$ cat src/rtl/bcq_pkg.sv
`default_nettype none
// ----------------------------------------------------------------------------
// bcq_pkg: shared types and constants of the box count shape set query block
// Coordinate limits, table geometry, operation and status codes, FSM states
// and the command and status words between controller and datapath.
// ----------------------------------------------------------------------------
package bcq_pkg;

    localparam int MAX_COORD   = 13;
    localparam int TUPLE_TOTAL = 13;

    localparam int DIG_W     = 4;                    // one coordinate digit
    localparam int SUM_W6    = 6;                    // sum of four digits
    localparam int ROW_W     = 1 << DIG_W;           // member bits per row
    localparam int ROW_DEPTH = 1 << (3 * DIG_W);     // rows addressed by a,b,c
    localparam int ROW_AW    = 3 * DIG_W;
    localparam int TAB_AW    = 4 * DIG_W;
    localparam int TAB_DEPTH = 1 << TAB_AW;
    localparam int CNT_W     = 10;                   // one prefix count
    localparam int TAB_W     = 2 * CNT_W;            // member and non-member
    localparam int ACC_W     = 16;                   // signed corner sum
    localparam int CORNERS   = 16;
    localparam int CQ_W      = 5;

    localparam logic [DIG_W-1:0]  LIM        = DIG_W'(MAX_COORD + 1);
    localparam logic [DIG_W-1:0]  MAX_DIG    = DIG_W'(MAX_COORD);
    localparam logic [SUM_W6-1:0] TOTAL      = SUM_W6'(TUPLE_TOTAL);
    localparam logic [SUM_W6-1:0] SEED_TOTAL = SUM_W6'(TUPLE_TOTAL + 4);

    typedef enum logic [1:0] {
        OP_MARK_IN  = 2'd0,
        OP_MARK_OUT = 2'd1,
        OP_BUILD    = 2'd2,
        OP_QUERY    = 2'd3
    } op_t;

    typedef enum logic [2:0] {
        STAT_OK      = 3'd0,
        STAT_BUILT   = 3'd1,
        STAT_UNBUILT = 3'd2,
        STAT_BAD     = 3'd3,
        STAT_EMPTY   = 3'd4
    } status_t;

    typedef enum logic [3:0] {
        S_CLEAR,
        S_IDLE,
        S_MARK_RD,
        S_MARK_WR,
        S_SEED_RD,
        S_SEED_WR,
        S_PASS_RD,
        S_PASS_WR,
        S_QUERY,
        S_QFIN
    } state_t;

    typedef struct packed {
        logic    load;        // capture the input word, rewind counters
        logic    clear;       // clear one member row
        logic    mark_wr;     // write back the marked member row
        logic    seed;        // member rows addressed from the sweep digits
        logic    seed_wr;     // seed and first running-sum write
        logic    pass_wr;     // running-sum write along the current axis
        logic    axis_dec;    // move on to the next axis
        logic    query;       // corner read and accumulate
        logic    emit;        // emit a result with the given code
        logic    emit_query;  // emit the query verdict
        status_t code;
    } cmd_t;

    typedef struct packed {
        logic mark_bad;
        logic query_bad;
        logic query_empty;
        logic clr_last;
        logic inner_last;
        logic cnt_last;
        logic axis_zero;
        logic q_last;
    } sts_t;

endpackage : bcq_pkg
`default_nettype wire

$ cat src/rtl/bcq_ctrl.sv
`default_nettype none
// ----------------------------------------------------------------------------
// bcq_ctrl: controller
// Sequences the reset clear, marks, the table build and corner queries.
// ----------------------------------------------------------------------------
module bcq_ctrl
    import bcq_pkg::*;
(
    input  wire logic       clk,
    input  wire logic       rst_n,
    input  wire logic       start,
    input  wire logic [1:0] operation,
    input  wire sts_t       sts,
    output      cmd_t       cmd,
    output      logic       busy
);

    state_t state_reg, state_next;
    logic   built_reg, built_next;

    always_ff @(posedge clk or negedge rst_n)
    begin
        if (!rst_n)
        begin
            state_reg <= S_CLEAR;
            built_reg <= 1'b0;
        end
        else
        begin
            state_reg <= state_next;
            built_reg <= built_next;
        end
    end

    always_comb
    begin
        cmd        = '0;
        cmd.code   = STAT_OK;
        state_next = state_reg;
        built_next = built_reg;
        case (state_reg)
            S_CLEAR:
            begin
                cmd.clear = 1'b1;
                if (sts.clr_last)
                begin
                    state_next = S_IDLE;
                end
            end
            S_IDLE:
            begin
                if (start)
                begin
                    cmd.load = 1'b1;
                    case (op_t'(operation))
                        OP_MARK_IN, OP_MARK_OUT:
                        begin
                            if (built_reg)
                            begin
                                cmd.emit = 1'b1;
                                cmd.code = STAT_BUILT;
                            end
                            else if (sts.mark_bad)
                            begin
                                cmd.emit = 1'b1;
                                cmd.code = STAT_BAD;
                            end
                            else
                            begin
                                state_next = S_MARK_RD;
                            end
                        end
                        OP_BUILD:
                        begin
                            if (built_reg)
                            begin
                                cmd.emit = 1'b1;
                                cmd.code = STAT_BUILT;
                            end
                            else
                            begin
                                state_next = S_SEED_RD;
                            end
                        end
                        default:
                        begin
                            if (!built_reg)
                            begin
                                cmd.emit = 1'b1;
                                cmd.code = STAT_UNBUILT;
                            end
                            else if (sts.query_bad)
                            begin
                                cmd.emit = 1'b1;
                                cmd.code = STAT_BAD;
                            end
                            else if (sts.query_empty)
                            begin
                                cmd.emit = 1'b1;
                                cmd.code = STAT_EMPTY;
                            end
                            else
                            begin
                                state_next = S_QUERY;
                            end
                        end
                    endcase
                end
            end
            S_MARK_RD:
            begin
                state_next = S_MARK_WR;
            end
            S_MARK_WR:
            begin
                cmd.mark_wr = 1'b1;
                cmd.emit    = 1'b1;
                state_next  = S_IDLE;
            end
            S_SEED_RD:
            begin
                cmd.seed   = 1'b1;
                state_next = S_SEED_WR;
            end
            S_SEED_WR:
            begin
                cmd.seed    = 1'b1;
                cmd.seed_wr = 1'b1;
                if (sts.cnt_last)
                begin
                    cmd.axis_dec = 1'b1;
                    state_next   = S_PASS_RD;
                end
                else if (sts.inner_last)
                begin
                    state_next = S_SEED_RD;
                end
            end
            S_PASS_RD:
            begin
                state_next = S_PASS_WR;
            end
            S_PASS_WR:
            begin
                cmd.pass_wr = 1'b1;
                state_next  = S_PASS_RD;
                if (sts.cnt_last)
                begin
                    if (sts.axis_zero)
                    begin
                        cmd.emit   = 1'b1;
                        built_next = 1'b1;
                        state_next = S_IDLE;
                    end
                    else
                    begin
                        cmd.axis_dec = 1'b1;
                    end
                end
            end
            S_QUERY:
            begin
                cmd.query = 1'b1;
                if (sts.q_last)
                begin
                    state_next = S_QFIN;
                end
            end
            S_QFIN:
            begin
                cmd.emit_query = 1'b1;
                state_next     = S_IDLE;
            end
            default:
            begin
                state_next = S_IDLE;
            end
        endcase
    end

    assign busy = (state_reg != S_IDLE);

`ifndef ASSERT_OFF
    a_no_emit_in_clear: assert property (@(posedge clk) disable iff (!rst_n)
        (state_reg == S_CLEAR) |-> !(cmd.emit || cmd.emit_query))
        else $error("result emitted during reset clear");
    a_built_sticks: assert property (@(posedge clk) disable iff (!rst_n)
        built_reg |=> built_reg)
        else $error("tables-built flag dropped");
    a_no_mark_after_build: assert property (@(posedge clk) disable iff (!rst_n)
        (cmd.mark_wr || cmd.seed_wr) |-> !built_reg)
        else $error("member or table write after build");
    a_query_needs_build: assert property (@(posedge clk) disable iff (!rst_n)
        cmd.query |-> built_reg)
        else $error("corner read before build");
    a_qfin_returns: assert property (@(posedge clk) disable iff (!rst_n)
        (state_reg == S_QFIN) |=> (state_reg == S_IDLE))
        else $error("query finish did not return to idle");
`endif

endmodule : bcq_ctrl
`default_nettype wire

$ cat config.mk
export PLATFORM = sky130hd
export DESIGN_NAME = bcq_ctrl
export DESIGN_NICKNAME = d
export VERILOG_FILES = /design/src/rtl/bcq_pkg.sv /design/src/rtl/bcq_ctrl.sv
export SDC_FILE = /design/constraint.sdc
export NUM_CORES = 1
export LEC_CHECK = 0
export BUFFER_PORTS_ARGS = -buffer_cell sky130_fd_sc_hd__buf_2
export CAP_MARGIN = 20
export CORE_AREA = 2 2 39 41
export DETAILED_ROUTE_END_ITERATION = 8
export DIE_AREA = 0 0 41 43
export HOLD_SLACK_MARGIN = 0.15
export PLACE_DENSITY_LB_ADDON = 0.25
export REMOVE_ABC_BUFFERS = 1
export SLEW_MARGIN = 15
export SYNTH_ARGS = -nofsm -noshare
export SYNTH_HDL_FRONTEND = slang
export SYNTH_SLANG_ARGS = --single-unit
$ cat constraint.sdc
create_clock -name clk -period 1.7 [get_ports clk]
set_input_delay 0.34 -clock clk [delete_from_list [all_inputs] [get_ports clk]]
set_output_delay 0.34 -clock clk [all_outputs]
set_load 0.05 [all_outputs]
==> out/metrics.yaml, run 1 <==
worst_setup_path:
  worstRegToRegCells: 4
  timing.critical_path.cells: "nor4b_4, nand2_2, nor4_2, buf_4"
  path_class: "flop to output pin"
  worst_setup_path_end_kind: "output pin"
  cp_max_fo: 3
  startpoint_type: "flop"
  cp_slowest_stage_delay_ps: 400
  worstReg2RegStart: "state_reg[2]$_DFFE_PN0P_"
  timing.reg2reg.setup_slack_ps: 140
  crit_slowest_cell: "sky130_fd_sc_hd__dfrtp_1"
  crit_family: "simple AND/OR/NAND/NOR gates"
  critical_path.reg2reg.endpoint: "state_reg[0]$_DFFE_PN0P_"
  worstPathBufferInverterCount: 1
  worstPathRequired_ps: 1360
  worst-endpoint-arrival_ps: 1540
drt:
  drt-total-wl_um: 1641
  wl_per_cell_um: 14.03
  1st_iter_drt_viols: 23
  avgViaCountPerCell: 5.521
  vias_after_detailed_routing: 646
  firstDrtPassIters: 4
  drt.antenna.violating_nets: 0
  route.detailed.drc: 0
clocking:
  worst_skew_pair.late_latency_ps: 240
  clock_sinks: 5
  clock_root_buffer: "sky130_fd_sc_hd__clkbuf_4"
  clkSlewWorstSetupHoldPaths_ps: 40
  cts_tree: "done"
  clock_tree.htree_level_count: 1
  tritoncts.num_buffers: 3
  clockBufferDepth: 2
sta:
  layout_min_cycle_time_ps: 1876
  setup-violations-final: 5
  final.period_utilization: 1.104
  maxClockFrequency_mhz: 533.1
  rsz_0062_raised_after_global_routing: "yes"
  worst_slack_ps: -176.0
  finalHoldWorstSlack_ps: 416.7
  final-max-slew-violation-count: 0
  count_of_final_hold_check_violations: 0
  worst_max_slew_margin_expressed_relative_to_the_limit: 0.6888
  worst-slew-pin-transition_ps: 455.1
  fin_worst_skew_ps: 0.5816
yosys:
  proportion_of_synthesized_flip_flops_having_asynchronous_set_or_reset: 1.000
  synthDominantCellAreaShare: 0.2364
  fraction_of_the_yosys_area_taken_by_sequential_cells: 0.2364
  syn_area_per_cell_um2: 8.401
  netlist_top_cells_area: "sky130_fd_sc_hd__dfrtp_1 (24%), sky130_fd_sc_hd__nand2b_1 (4.7%), sky130_fd_sc_hd__nor4b_4 (4.5%)"
  yosys_register_bits: 5
  yosysWarningCount: 0
  synthesis.area_um2: 529.3
  dominantRegCellSynth: "sky130_fd_sc_hd__dfrtp_1"
  synthDominantAreaCellType: "sky130_fd_sc_hd__dfrtp_1"
  synth_cells: 63
  synth_cell_types: 35
  synth_edf_count: 0
final_layout:
  final_cells: 117
  flip_flop_count_of_the_largest_register_all_copies_and_words_added: 4
  fin_nets: 115
  post_route_cells_drive_above_1_share: 0.6139
  filler_cell_count: 101
  antennaDiodeCount: 0
  areaGrowthSynthToFinish_pct: 84.63
  final_area_um2: 977.2
die:
  floorplan.io_pins: 27
  floorplan.initialDensity: 0.3825
  placeableCoreArea_mm2: 0.001384
  fp.dieW_um: 41
  rows: 14
  die_y_um: 43
  floorplan.die_area_mm2: 0.001763
grt:
  first_global_vias: 543
  grt_antenna_before_repair: 0
  track_usage: 0.1915
  grt_max_degree: 14
  grt_remaining_overflow: 0
  wire_length_of_the_first_global_routing_pass_um: 2346
hold_path:
  hold_path.startpoint: "operation[0]"
  instance_count_along_the_most_critical_hold_path: 3
  worst_hold_path.endpoint: "state_reg[3]$_DFFE_PN0P_"
  type_of_the_worst_min_delay_path: "input port to flop"
power:
  max_ir_drop_vdd_uv: 870.1
  leakage_nw: 0.4336
  power.density_mw_per_mm2: 1763
placement:
  placement.cell_area_um2: 709.4
  placedCellCount: 109
  detailed_place_hpwl_um: 1021
  finalWeightedCongestion: 0.7708
  numPortBuffers: 26
flow_run:
  max_cap_violations: 0
outcome:
  violated_checks: "negative setup slack"
  run_status: "complete, but fails checks"
==> area by class of cell <==
cell class	instances	area, um2	area share
multi-input cells	50	469.2	0.4802
repair buffers	38	321.6	0.3291
flip-flops and latches	5	125.1	0.1280
clock buffers	4	26.28	0.02689
well taps	16	20.02	0.02049
inverters	4	15.01	0.01536
==> synth_stat cells, types with 2 or more instances <==
| cell type | instances |
|---|---|
| sky130_fd_sc_hd__dfrtp_1 | 5 |
| sky130_fd_sc_hd__nand2_1 | 5 |
| sky130_fd_sc_hd__inv_1 | 4 |
| sky130_fd_sc_hd__nand2b_1 | 4 |
| sky130_fd_sc_hd__nor2_1 | 4 |
| sky130_fd_sc_hd__a21oi_1 | 3 |
| sky130_fd_sc_hd__nand3_1 | 3 |
| sky130_fd_sc_hd__o21bai_1 | 3 |
| sky130_fd_sc_hd__buf_6 | 2 |
| sky130_fd_sc_hd__clkbuf_1 | 2 |
| sky130_fd_sc_hd__nand3b_1 | 2 |
| sky130_fd_sc_hd__nor3_1 | 2 |
| sky130_fd_sc_hd__nor4_1 | 2 |
==> worst register-to-register path: stages, from the launching register on <==
cell	delay, ps
sky130_fd_sc_hd__dfrtp_1	380
sky130_fd_sc_hd__buf_4	200
sky130_fd_sc_hd__a21bo_2	250
sky130_fd_sc_hd__a2111oi_0	480
sky130_fd_sc_hd__o2bb2ai_1	130
==> layout by cell type, fill, tap and decap left out, types with 2 or more instances in the layout <==
cell                        n
sky130_fd_sc_hd__a21oi_4    2
sky130_fd_sc_hd__buf_2     12
sky130_fd_sc_hd__buf_4      8
sky130_fd_sc_hd__buf_6     17
sky130_fd_sc_hd__clkbuf_4   3
sky130_fd_sc_hd__dfrtp_1    5
sky130_fd_sc_hd__inv_1      4
sky130_fd_sc_hd__nand2_1    3
sky130_fd_sc_hd__nand2_2    3
sky130_fd_sc_hd__nand2b_4   3
sky130_fd_sc_hd__nand3_1    3
sky130_fd_sc_hd__nand3b_1   2
sky130_fd_sc_hd__nor2_4     3
sky130_fd_sc_hd__nor4_2     2
sky130_fd_sc_hd__o21bai_1   3
==> layer usage <==
| metal | share of wire | GRT usage |
|---|---|---|
| met1 | 0.42 | 0.2541 |
| met5 | 0 | 0 |
| met2 | 0.51 | 0.2938 |
| met3 | 0.044 | 0.04712 |
| met4 | 0.027 | 0.06000 |
==> what timing repair did <==
item	4_1_cts	5_1_grt
resized for setup	31	22
setup buffers	2	2
hold buffers	1	0
endpoints found under the setup margin	13	11
pin swaps	4	4
hold endpoints to repair	5	0
==> report_power, final <==
group / total (mW) / internal (mW) / leakage, nW / switching (mW)
combinational: 1.40 / 0.570 / 0.359 / 0.830
clock: 0.137 / 0.0887 / 0.0150 / 0.0486
sequential: 0.185 / 0.154 / 0.0597 / 0.0315
==> metrics by stage <==
| stage | power [mW] | utilization | setup WS [ps] | TNS (ps) |
|---|---|---|---|---|
| floorplan | 0.9195 | - | -663.3 | -4448 |
| global placement | 1.211 | 0.5127 | 7.753 | 0 |
| detailed placement | 1.214 | 0.5127 | -0.5271 | -0.5271 |
| CTS | 1.546 | 0.6221 | -158.3 | -704.7 |
| global route | 1.824 | 0.7061 | -214.8 | -1115 |
| finish | 1.722 | 0.7061 | -176.0 | -670.4 |
==> cells by family (layout without fill, tap and decap cells) <==
kind of cell / count (synthesis) / after routing / synth area share
simple gates: 31 / 31 / 0.3853
buf+inv: 8 / 46 / 0.08510
mux: 1 / 1 / 0.02128
flops: 5 / 5 / 0.2364
compound gates: 18 / 18 / 0.2719
==> worst max-delay path by stage <==
stage                                   startpoint      to  slack [ps]  depth (start not counted)
after floorplan           state_reg[2]$_DFFE_PN0P_  cmd[2]        -660                          3
after global placement    state_reg[2]$_DFFE_PN0P_  cmd[2]           8                          4
after detailed placement  state_reg[2]$_DFFE_PN0P_  cmd[2]        -0.5                          4
after CTS                 state_reg[1]$_DFFE_PN0P_  cmd[4]        -160                          4
after global routing      state_reg[2]$_DFFE_PN0P_  cmd[0]        -210                          5
final                     state_reg[2]$_DFFE_PN0P_  cmd[2]        -180                          4
(Power assumes the default switching activity.)
==> inputs of run 2 (changes only) <==
- SKIP_LAST_GASP: unset -> 1
==> out/metrics.yaml, run 2 (synthesized netlist as in run 1, its figures left out) <==
outcome:
  run_status: "complete, but fails checks"
  violated_checks: "negative setup slack"
worst_setup_path:
  timing.reg2reg.setup_slack_ps: 140  # about the same
  worstReg2RegStart: "state_reg[2]$_DFFE_PN0P_"
  critical_path.reg2reg.endpoint: "state_reg[0]$_DFFE_PN0P_"
  crit_slowest_cell: "sky130_fd_sc_hd__dfrtp_1"
  timing.critical_path.cells: "nor4b_4, nand2_2, nor4_2, buf_4"
  worstRegToRegCells: 4  # unchanged
  cp_max_fo: 3  # unchanged
  startpoint_type: "flop"
  worstPathBufferInverterCount: 1  # unchanged
  crit_family: "simple AND/OR/NAND/NOR gates"
  worst_setup_path_end_kind: "output pin"
  cp_slowest_stage_delay_ps: 400  # about the same
  path_class: "flop to output pin"
  worst-endpoint-arrival_ps: 1530  # about the same
  worstPathRequired_ps: 1360  # about the same
power:
  intPower_uw: 791.3  # -2.6%
  max_ir_drop_vdd_uv: 795.7  # -8.6%
  power.clock.fraction: 0.081  # about the same
  power.density_mw_per_mm2: 1761  # -0.11%
  seq_power_share: 0.110  # +0.002
  leakage_nw: 0.4261  # -1.7%
  comb_power_share: 0.809  # -0.004
  p_sw_uw: 887.3  # -2.5%
  swShare: 0.5286  # about the same
drt:
  route.detailed.drc: 0  # unchanged
  avgViaCountPerCell: 5.453  # -1.2%
  firstDrtPassIters: 4  # unchanged
  1st_iter_drt_viols: 17  # -26%
  drt.antenna.violating_nets: 0  # unchanged
  vias_after_detailed_routing: 638  # -1.2%
  drt-total-wl_um: 1577  # -3.9%
  wl_per_cell_um: 13.48  # -3.9%
clocking:
  clock_tree.htree_level_count: 1  # unchanged
  clockBufferDepth: 2  # unchanged
  clock_sinks: 5  # unchanged
  clock_root_buffer: "sky130_fd_sc_hd__clkbuf_4"
  tritoncts.num_buffers: 3  # unchanged
  worst_skew_pair.late_latency_ps: 240  # about the same
  clkSlewWorstSetupHoldPaths_ps: 40  # about the same
  cts_tree: "done"
hold_path:
  hold_path.startpoint: "operation[0]"
  worst_hold_path.endpoint: "state_reg[3]$_DFFE_PN0P_"
  type_of_the_worst_min_delay_path: "input port to flop"
  instance_count_along_the_most_critical_hold_path: 3  # unchanged
die:
  placeableCoreArea_mm2: 0.001384  # unchanged
  fp.dieW_um: 41  # unchanged
  rows: 14  # unchanged
  die_y_um: 43  # unchanged
  floorplan.initialDensity: 0.3825  # unchanged
  floorplan.die_area_mm2: 0.001763  # unchanged
  floorplan.io_pins: 27  # unchanged
placement:
  finalWeightedCongestion: 0.7708  # unchanged
  place_worst_setup_slack_ps: -0.5271  # unchanged
  numPortBuffers: 26  # unchanged
  detailed_place_hpwl_um: 1021  # unchanged
  placedCellCount: 109  # unchanged
final_layout:
  mostFrequentLayoutCell: "sky130_fd_sc_hd__buf_6"
  areaGrowthSynthToFinish_pct: 80.14
  post_route_cells_drive_above_1_share: 0.5842  # -0.02970
  filler_cell_count: 106  # +5.0%
  antennaDiodeCount: 0  # unchanged
  commonest_non_fill_non_tap_cells_in_the_layout: "sky130_fd_sc_hd__buf_6 (17), sky130_fd_sc_hd__buf_2 (12), sky130_fd_sc_hd__buf_4 (8)"
  multi_input_comb_area_um2: 445.4  # -5.1%
  flip_flop_count_of_the_largest_register_all_copies_and_words_added: 4  # unchanged
  fin_nets: 115  # unchanged
  final_cells: 117  # unchanged
  regArea_um2: 125.1  # unchanged
grt:
  grt_max_degree: 14  # unchanged
  track_usage: 0.1905  # -0.001008
  wire_length_of_the_first_global_routing_pass_um: 2339  # -0.30%
  grt_remaining_overflow: 0  # unchanged
  busiest_layer: "met2"
  grt_met3_usage: 0.05236  # +0.005236
  grtUsageMet1: 0.2508  # -0.003257
  met2_track_usage_gr: 0.2844  # -0.009375
  grt_antenna_before_repair: 0  # unchanged
  first_global_vias: 550  # +1.3%
sta:
  worst_max_slew_margin_expressed_relative_to_the_limit: 0.6896  # +0.0008880
  fin_setup_tns_ps: -706.1  # -35.63 ps
  worst_slack_ps: -174.7  # +1.317 ps
  layout_min_cycle_time_ps: 1875  # -1.317 ps
  final.period_utilization: 1.103  # about the same
  final-max-slew-violation-count: 0  # unchanged
  rsz_0062_raised_after_global_routing: "yes"
  fin_worst_skew_ps: 1.389  # +0.8078 ps
  worst-slew-pin-transition_ps: 453.8  # -1.299 ps
  maxClockFrequency_mhz: 533.4  # about the same
  setup-violations-final: 6  # +1
  count_of_final_hold_check_violations: 0  # unchanged
flow_run:
  max_cap_violations: 0  # unchanged
[run 2: cell types whose count changed in the layout (fill, tap and decap cells not counted)]
cell / previous run / this run
sky130_fd_sc_hd__nand2b_4: 3 / 1
sky130_fd_sc_hd__nor3_4: 1 / 0
sky130_fd_sc_hd__nand2_1: 3 / 4
sky130_fd_sc_hd__nand2_2: 3 / 2
sky130_fd_sc_hd__nand2b_1: 1 / 3
sky130_fd_sc_hd__nor3_2: 1 / 2
[run 2: metal layers]
metal	wire [um]	vias up
li1	-	311
met1	667	302
met2	796	21
met3	83	4
met4	30	0
met5	0	-
[run 2: worst max-delay path by stage]
stage	depth (start not counted)	to	startpoint	slack, ps
after floorplan	3	cmd[2]	state_reg[2]$_DFFE_PN0P_	-660
after global placement	4	cmd[2]	state_reg[2]$_DFFE_PN0P_	8
after detailed placement	4	cmd[2]	state_reg[2]$_DFFE_PN0P_	-0.5
after CTS	4	cmd[4]	state_reg[1]$_DFFE_PN0P_	-160
after global routing	5	cmd[0]	state_reg[2]$_DFFE_PN0P_	-210
final	4	cmd[2]	state_reg[2]$_DFFE_PN0P_	-170
[run 2: what timing repair did]
item                                    in CTS  in global routing
hold endpoints to repair                     5                  0
buffers inserted                             2                  2
hold buffers                                 1                  0
resized for setup                           30                 20
pin swaps                                    4                  3
endpoints found under the setup margin      13                 11
[run 2: worst register-to-register path, delay by kind of cell (launching register included)]
family | cells | cell delay [ps]
flip-flops | 1 | 380
buffers and inverters | 1 | 190
AO/OA/AOI/OAI | 3 | 860
[run 2: power by group through the flow]
stage               registers [mW]  clock network [mW]  logic [mW]
floorplan                    0.229                   0       0.690
global placement             0.182                   0        1.03
detailed placement           0.185                   0        1.03
CTS                          0.184               0.139        1.22
global route                 0.190               0.149        1.45
finish                       0.185               0.135        1.36
[run 2: layout make-up]
type | count | share of cell area
sequential | 5 | 0.1312
multi-input combinational | 50 | 0.4672
timing repair buffer | 38 | 0.3373
inverter | 4 | 0.01575
clock buffer | 4 | 0.02756
tap | 16 | 0.02100
[run 2: metrics by stage]
| step | area, um2 | utilization | power (mW) | hold WS (ps) |
|---|---|---|---|---|
| 6_report | 953.4 | 0.6890 | 1.679 | 408.4 |
| 3_3_place_gp | 709.4 | 0.5127 | 1.211 | 153.7 |
| 3_5_place_dp | 709.4 | 0.5127 | 1.214 | 155.1 |
| 4_1_cts | 858.3 | 0.6203 | 1.546 | 399.6 |
| 2_1_floorplan | 499.2 | - | 0.9195 | 44.41 |
| 5_1_grt | 953.4 | 0.6890 | 1.784 | 410.7 |
